===== src/rtl/dhv_pkg.sv =====
// Shared types, constants and the payload type lookup for the DoIP header validator.
`timescale 1ns / 1ps

package dhv_pkg;

  localparam int unsigned POS_W = 4;
  localparam logic [POS_W-1:0] HDR_BYTES   = 4'd8;
  localparam logic [POS_W-1:0] POS_VER     = 4'd0;
  localparam logic [POS_W-1:0] POS_INV_VER = 4'd1;
  localparam logic [POS_W-1:0] POS_TYPE_HI = 4'd2;
  localparam logic [POS_W-1:0] POS_TYPE_LO = 4'd3;

  localparam logic [7:0] INV_MATCH = 8'hff;

  localparam logic [1:0] ERR_NONE    = 2'd0;
  localparam logic [1:0] ERR_VERSION = 2'd1;
  localparam logic [1:0] ERR_TYPE    = 2'd2;
  localparam logic [1:0] ERR_SHORT   = 2'd3;

  localparam logic [15:0] TYPE_GEN_LO  = 16'h0000;
  localparam logic [15:0] TYPE_GEN_HI  = 16'h0008;
  localparam logic [15:0] TYPE_DIAG_LO = 16'h4001;
  localparam logic [15:0] TYPE_DIAG_HI = 16'h4004;
  localparam logic [15:0] TYPE_MSG_LO  = 16'h8001;
  localparam logic [15:0] TYPE_MSG_HI  = 16'h8003;

  typedef struct packed {
    logic        accepted;
    logic [1:0]  error_code;
    logic [15:0] payload_type_seen;
    logic [31:0] declared_length;
  } dhv_result_t;

  typedef struct packed {
    logic [POS_W-1:0] pos;
    logic [1:0]       err;
  } dhv_status_t;

  // generic range starts at zero, so only its upper bound needs a compare
  function automatic logic type_is_known(input logic [15:0] t);
    logic ok;
    ok = (t <= TYPE_GEN_HI) ||
         ((t >= TYPE_DIAG_LO) && (t <= TYPE_DIAG_HI)) ||
         ((t >= TYPE_MSG_LO) && (t <= TYPE_MSG_HI));
    return ok;
  endfunction

endpackage


===== src/rtl/doip_header_validator.sv =====
// Top level of the DoIP generic header validator.
//
//   channel  direction  ports                          payload
//   in       sink       in_tvalid/in_tready/in_tdata   data_byte, end_of_message on in_tlast
//   out      source     out_tvalid/out_tready/out_tdata verdict, type, length
//
// One byte is taken per cycle while in_tready is high; the verdict appears in the cycle after the last byte.
// All header state updates in the same cycle the byte is accepted.
// Reset is synchronous, active low, and clears the parser and the result valid flag.
// in_tready drops only while a verdict waits and out_tready is low.
`timescale 1ns / 1ps

module doip_header_validator
  import dhv_pkg::*;
(
  input  logic        clk,
  input  logic        rst_n,
  input  logic        in_tvalid,
  output logic        in_tready,
  input  logic [7:0]  in_tdata,   // [7:0] data_byte
  input  logic        in_tlast,
  output logic        out_tvalid,
  input  logic        out_tready,
  output logic [55:0] out_tdata   // [0] accepted, [2:1] error_code,
                                  // [18:3] payload_type_seen, [50:19] declared_length, rest 0
);

  logic        step;
  logic        res_valid;
  logic        room;
  dhv_result_t res;
  dhv_result_t held;
  dhv_status_t status;

  assign in_tready = room;
  assign step      = in_tvalid && room;

  dhv_parser u_parser (
    .clk            (clk),
    .rst_n          (rst_n),
    .step           (step),
    .data_byte      (in_tdata),
    .end_of_message (in_tlast),
    .res_valid      (res_valid),
    .res            (res),
    .status         (status)
  );

  dhv_out_reg u_out_reg (
    .clk      (clk),
    .rst_n    (rst_n),
    .load     (res_valid),
    .load_res (res),
    .room     (room),
    .valid    (out_tvalid),
    .take     (out_tready),
    .res      (held)
  );

  assign out_tdata = {5'b0, held.declared_length, held.payload_type_seen,
                      held.error_code, held.accepted};

  a_pos_bounded: assert property (@(posedge clk) disable iff (!rst_n)
    status.pos <= HDR_BYTES)
    else $error("byte position past header length");

  a_last_clears: assert property (@(posedge clk) disable iff (!rst_n)
    step && in_tlast |=> (status.pos == '0) && (status.err == ERR_NONE) && out_tvalid)
    else $error("last byte did not clear state or post a verdict");

  a_err_sticky: assert property (@(posedge clk) disable iff (!rst_n)
    (status.err != ERR_NONE) && !(step && in_tlast) |=> status.err == $past(status.err))
    else $error("latched error changed inside a message");

  a_verdict_consistent: assert property (@(posedge clk) disable iff (!rst_n)
    out_tvalid |-> (out_tdata[0] == (out_tdata[2:1] == ERR_NONE)))
    else $error("accepted flag disagrees with error code");

endmodule


===== src/rtl/dhv_parser.sv =====
// Header parse state and per-byte update, producing the verdict on the last byte.
`timescale 1ns / 1ps

module dhv_parser
  import dhv_pkg::*;
(
  input  logic        clk,
  input  logic        rst_n,
  input  logic        step,
  input  logic [7:0]  data_byte,
  input  logic        end_of_message,
  output logic        res_valid,
  output dhv_result_t res,
  output dhv_status_t status
);

  logic [POS_W-1:0] pos_r, pos_nxt;
  logic [7:0]       ver_r, ver_nxt;
  logic [15:0]      typ_r, typ_nxt;
  logic [31:0]      len_r, len_nxt;
  logic [1:0]       err_r, err_nxt;
  logic [1:0]       code;

  always_comb begin
    ver_nxt = ver_r;
    typ_nxt = typ_r;
    len_nxt = len_r;
    err_nxt = err_r;
    if ((err_r == ERR_NONE) && (pos_r < HDR_BYTES)) begin
      case (pos_r)
        POS_VER: begin
          ver_nxt = data_byte;
        end
        POS_INV_VER: begin
          if ((ver_r ^ data_byte) != INV_MATCH) err_nxt = ERR_VERSION;
        end
        POS_TYPE_HI: begin
          typ_nxt = {8'h00, data_byte};
        end
        POS_TYPE_LO: begin
          typ_nxt = {typ_r[7:0], data_byte};
          if (!type_is_known({typ_r[7:0], data_byte})) err_nxt = ERR_TYPE;
        end
        default: begin
          len_nxt = {len_r[23:0], data_byte};
        end
      endcase
    end
    pos_nxt = (pos_r < HDR_BYTES) ? pos_r + 4'd1 : pos_r;

    code = err_nxt;
    if ((err_nxt == ERR_NONE) && (pos_nxt < HDR_BYTES)) code = ERR_SHORT;
  end

  assign res_valid             = step && end_of_message;
  assign res.accepted          = (code == ERR_NONE);
  assign res.error_code        = code;
  assign res.payload_type_seen = typ_nxt;
  assign res.declared_length   = len_nxt;
  assign status.pos            = pos_r;
  assign status.err            = err_r;

  always_ff @(posedge clk) begin
    if (!rst_n) begin
      pos_r <= '0;
      ver_r <= '0;
      typ_r <= '0;
      len_r <= '0;
      err_r <= ERR_NONE;
    end else if (step) begin
      if (end_of_message) begin
        pos_r <= '0;
        ver_r <= '0;
        typ_r <= '0;
        len_r <= '0;
        err_r <= ERR_NONE;
      end else begin
        pos_r <= pos_nxt;
        ver_r <= ver_nxt;
        typ_r <= typ_nxt;
        len_r <= len_nxt;
        err_r <= err_nxt;
      end
    end
  end

endmodule


===== src/rtl/dhv_out_reg.sv =====
// Result register holding one verdict until the downstream side takes it.
`timescale 1ns / 1ps

module dhv_out_reg
  import dhv_pkg::*;
(
  input  logic        clk,
  input  logic        rst_n,
  input  logic        load,
  input  dhv_result_t load_res,
  output logic        room,
  output logic        valid,
  input  logic        take,
  output dhv_result_t res
);

  logic        valid_r;
  dhv_result_t res_r;

  assign room  = !valid_r || take;
  assign valid = valid_r;
  assign res   = res_r;

  always_ff @(posedge clk) begin
    if (!rst_n) begin
      valid_r <= 1'b0;
    end else if (load) begin
      valid_r <= 1'b1;
    end else if (take) begin
      valid_r <= 1'b0;
    end
  end

  always_ff @(posedge clk) begin
    if (load) begin
      res_r <= load_res;
    end
  end

endmodule

===== config.mk =====
export PLATFORM = sky130hd
export DESIGN_NAME = doip_header_validator
export DESIGN_NICKNAME = d
export VERILOG_FILES = /design/src/rtl/dhv_pkg.sv /design/src/rtl/doip_header_validator.sv /design/src/rtl/dhv_parser.sv /design/src/rtl/dhv_out_reg.sv
export SDC_FILE = /design/constraint.sdc
export NUM_CORES = 1
export LEC_CHECK = 0
export BUFFER_PORTS_ARGS = -buffer_cell sky130_fd_sc_hd__buf_2
export CORE_ASPECT_RATIO = 1.75
export CORE_MARGIN = 2
export CORE_UTILIZATION = 50
export DETAILED_ROUTE_END_ITERATION = 7
export GPL_TIMING_DRIVEN = 0
export PLACE_DENSITY = 0.71
export SKIP_LAST_GASP = 1
export SLEW_MARGIN = 20
export SYNTH_ARGS = -nofsm -noshare
export SYNTH_HDL_FRONTEND = slang
export SYNTH_SLANG_ARGS = --single-unit

===== constraint.sdc =====
create_clock -name clk -period 2.7 [get_ports clk]
set_input_delay 0.27 -clock clk [delete_from_list [all_inputs] [get_ports clk]]
set_output_delay 0.27 -clock clk [all_outputs]
set_load 0.005 [all_outputs]

==> results.sh <==
export IMPL_status="complete, no violations"
export IMPL_clkPwrFrac_pct=51.6
export IMPL_clk_pin_slew_ns=0.05
export IMPL_firstDrtPassIters=4
export IMPL_seq_power_share_pct=43.7
export IMPL_gr_usage_all_layers_pct=22.3
export IMPL_ys_types=41
export IMPL_cp_max_fo=10
export IMPL_die_h_um=135
export IMPL_dpl_instance_area_sq_um=5380
export IMPL_synth_seq_cells=114
export IMPL_wl_met3_um=431
export IMPL_path_class="flop to flop"
export IMPL_yosys_top_cells_area="edfxtp_1, dfxtp_1, mux2_2, a22oi_1, nor2b_1"
export IMPL_dr_wl_met2_um=6470
export IMPL_clkSinkCount=114
export IMPL_place_ws_ns=0.476
export IMPL_fin_skew_ns=0.00559
export IMPL_nets=528
export IMPL_port_buffers=56
export IMPL_hold_buffers=0
export IMPL_ctsResizeCount=0
export IMPL_yosysTopAreaCellShare_pct=31.2
export IMPL_h_tree_depth=4
export IMPL_setup_viol=0
export IMPL_drc_errors=0
export IMPL_grt_first_pass_wirelength_um=17900
export IMPL_arrival_ns=2.58
export IMPL_final_area_sq_um=5960
export IMPL_layout_drive_gt1_share_pct=26.5
export IMPL_power_internal_mw=3.35
export IMPL_synthSimpleGateAreaFrac_pct=13.1
export IMPL_worstMarginPinSlew_ns=0.669
export IMPL_power_leakage_nw=2.21
export IMPL_worstReg2RegStart="u_parser.pos_r[0]"
export IMPL_topRoutingLayerUsed="met4"
export IMPL_grt_pass1_vias=3755
export IMPL_async_flop_share_pct=0
export IMPL_wl_met1_um=4000
export IMPL_fp_dieArea_sq_um=10600
export IMPL_antenna_found_initial=0
export IMPL_hold_violations=0
export IMPL_syn_inst=431
export IMPL_cts_buffers=17
export IMPL_wl_um=11100
export IMPL_hold_class="input pin to flop"
export IMPL_synth_xor_xnor_area_share_pct=1.43
export IMPL_maxSlewViolCount=0
export IMPL_grt_max_degree=29
export IMPL_start_kind="flop"
export IMPL_synth_flop_cell="dfxtp_1"
export IMPL_synth_yosys_seq_area_share_pct=57.0
export IMPL_boundaryPins=71
export IMPL_endpoint="u_parser.typ_r[8]"
export IMPL_p_sw_share_pct=20.7
export IMPL_avgSynthCellArea_sq_um=11.4
export IMPL_p_sw_mw=0.877
export IMPL_drt_iter0_drc=150
export IMPL_max_vdd_ir_drop_mv=0.500
export IMPL_start_util_pct=51.5
export IMPL_clock_latency_ns=0.41
export IMPL_rows=47
export IMPL_synth_area_leader_cell="edfxtp_1"
export IMPL_num_vias=3581
export IMPL_reg2reg_slack_ns=0.45
export IMPL_yosysWarnings=0
export IMPL_period_minus_slack_ns=2.25
export IMPL_setup_tns_ns=0
export IMPL_ant_nets=0
export IMPL_fin_cells=646
export IMPL_fin_crit_sh_pct=83.2
export IMPL_combPwrFrac_pct=4.7
export IMPL_die_x_um=78.9
export IMPL_synth_edff_count=51
export IMPL_fmax_ghz=0.445
export IMPL_synthAdderAreaFrac_pct=1.02
export IMPL_areaGrowthSynthToFinish_pct=21.6
export IMPL_slew_headroom_pct=55.3
export IMPL_power_density_nw_per_um2=710
export IMPL_crit_path_end_kind="flop"
export IMPL_crit_path_start="u_parser.pos_r[0]"
export IMPL_reg2reg_depth=7
export IMPL_dp_hpwl_um=7980
export IMPL_n_antenna_cell=0
export IMPL_post_cts_setup_buffer_count=0
export IMPL_crit_required_ns=3.03
export IMPL_maxCapViolCount=0
export IMPL_cts_root_buf="clkbuf_16"
export IMPL_cts_tree="built"
export IMPL_wl_per_cell_um=17.2
export IMPL_placed_cells=614
export IMPL_core_area_sq_um=9530
export IMPL_synth_top_family_by_area="compound AO/OA/AOI/OAI gates"
export IMPL_via_per_inst=5.54
export IMPL_worst_slack_ns=0.453
export IMPL_clk_path_buf_depth=2
export IMPL_synthMuxAreaShare_pct=7.35
export IMPL_overflow=0
export IMPL_place_gp_congestion=0.867
export IMPL_rsz0062_at_grt="no"
export IMPL_synth_compound_area_share_pct=15.7
export IMPL_netlist_area_sq_um=4900
export IMPL_reg2reg_to="u_parser.typ_r[8]"
==> worst min-delay path by stage <==
stage,startpoint,to,slack (ns),cells after the start
floorplan,rst_n,u_parser.typ_r[1],0.42,1
global placement,u_parser.typ_r[14],u_parser.typ_r[14],0.47,2
detailed placement,u_parser.typ_r[11],u_parser.typ_r[11],0.47,2
CTS,rst_n,u_parser.typ_r[1],0.18,2
global route,rst_n,u_parser.typ_r[1],0.19,2
finish,rst_n,u_parser.typ_r[1],0.19,2
==> critical path, stage by stage, from the launching register on <==
cell	delay, ns
dfxtp_1	0.44
inv_1	0.11
ha_1	0.21
or2_2	0.31
a21oi_1	0.40
clkbuf_1	0.37
o21ai_0	0.15
a21boi_0	0.18
==> power groups by stage <==
stage	clock, mW	sequential, mW	combinational [mW]
floorplan	0	1.89	0.119
global placement	0	1.88	0.191
detailed placement	0	1.88	0.200
CTS	2.21	1.85	0.202
global route	2.28	1.85	0.220
finish	2.18	1.85	0.200
==> routing by layer <==
metal	global-route usage [%]	vias to the layer above
li1	-	1727
met1	21.1	1726
met2	42.3	105
met3	6.42	23
met4	11.3	0
met5	0	-
==> cell usage after synthesis (all sizes together) (3+ instances only) <==
cell	n
clkbuf	26
dfxtp	63
nor2b	34
inv	8
edfxtp	51
nor3	3
mux2	32
a21oi	6
xnor2	8
buf	14
ha	4
and2	3
nor4	5
a22oi	32
nand3	28
nand2	32
o21ai	27
a21boi	27
a22o	8
==> cell type report <==
type	count	area [sq um]
Fill cell	795	3560
Sequential cell	114	2790
Multi-Input combinational cell	273	1910
Clock buffer	18	439
Timing Repair Buffer	57	308
Buffer	40	181
Tap cell	122	153
Clock inverter	14	144
Inverter	8	30.0
==> per-stage QoR <==
stage | power, mW | hold WS, ns | util, %
final | 4.23 | 0.193 | 62.6
after global routing | 4.35 | 0.194 | 62.6
after CTS | 4.26 | 0.179 | 62.6
after detailed placement | 2.08 | 0.473 | 56.5
after global placement | 2.07 | 0.466 | 56.2
after floorplan | 2.00 | 0.424 | -
==> kinds of logic (layout without fill, tap and decap cells) <==
kind of cell,Yosys count,in the layout
multiplexers,32,32
buffers and inverters,48,137
AND/OR/NAND/NOR,113,113
other,1,5
flip-flops,114,114
XOR/XNOR,8,8
adder cells (fa/ha/maj),4,4
AO/OA/AOI/OAI,111,111
==> registers in the layout, indices dropped and copies added (netlist names) <==
name,count
u_out_reg.valid,1
u_out_reg.res,51
u_parser.pos_r,4
u_parser.typ_r,16
u_parser.ver_r,8
u_parser.err_r,2
u_parser.len_r,32
==> cells in the final DEF, fill, tap and decap left out, drive strengths merged, types with 2 or more instances in the layout <==
master | synthesis | final
nor4 | 5 | 5
nor3 | 3 | 3
inv | 8 | 8
a22oi | 32 | 32
ha | 4 | 4
nand2 | 32 | 32
bufinv | 0 | 3
a21boi | 27 | 27
nor4b | 2 | 2
nor2 | 2 | 2
dfxtp | 63 | 63
clkbuf | 26 | 44
conb | 1 | 5
buf | 14 | 71
a22o | 8 | 8
clkinv | 0 | 10
nand3 | 28 | 28
xnor2 | 8 | 8
a21oi | 6 | 6
o21ai | 27 | 27
nor2b | 34 | 34
and2 | 3 | 3
o211ai | 2 | 2
mux2 | 32 | 32
edfxtp | 51 | 51
Note: power is estimated with default switching activity, not from simulation.
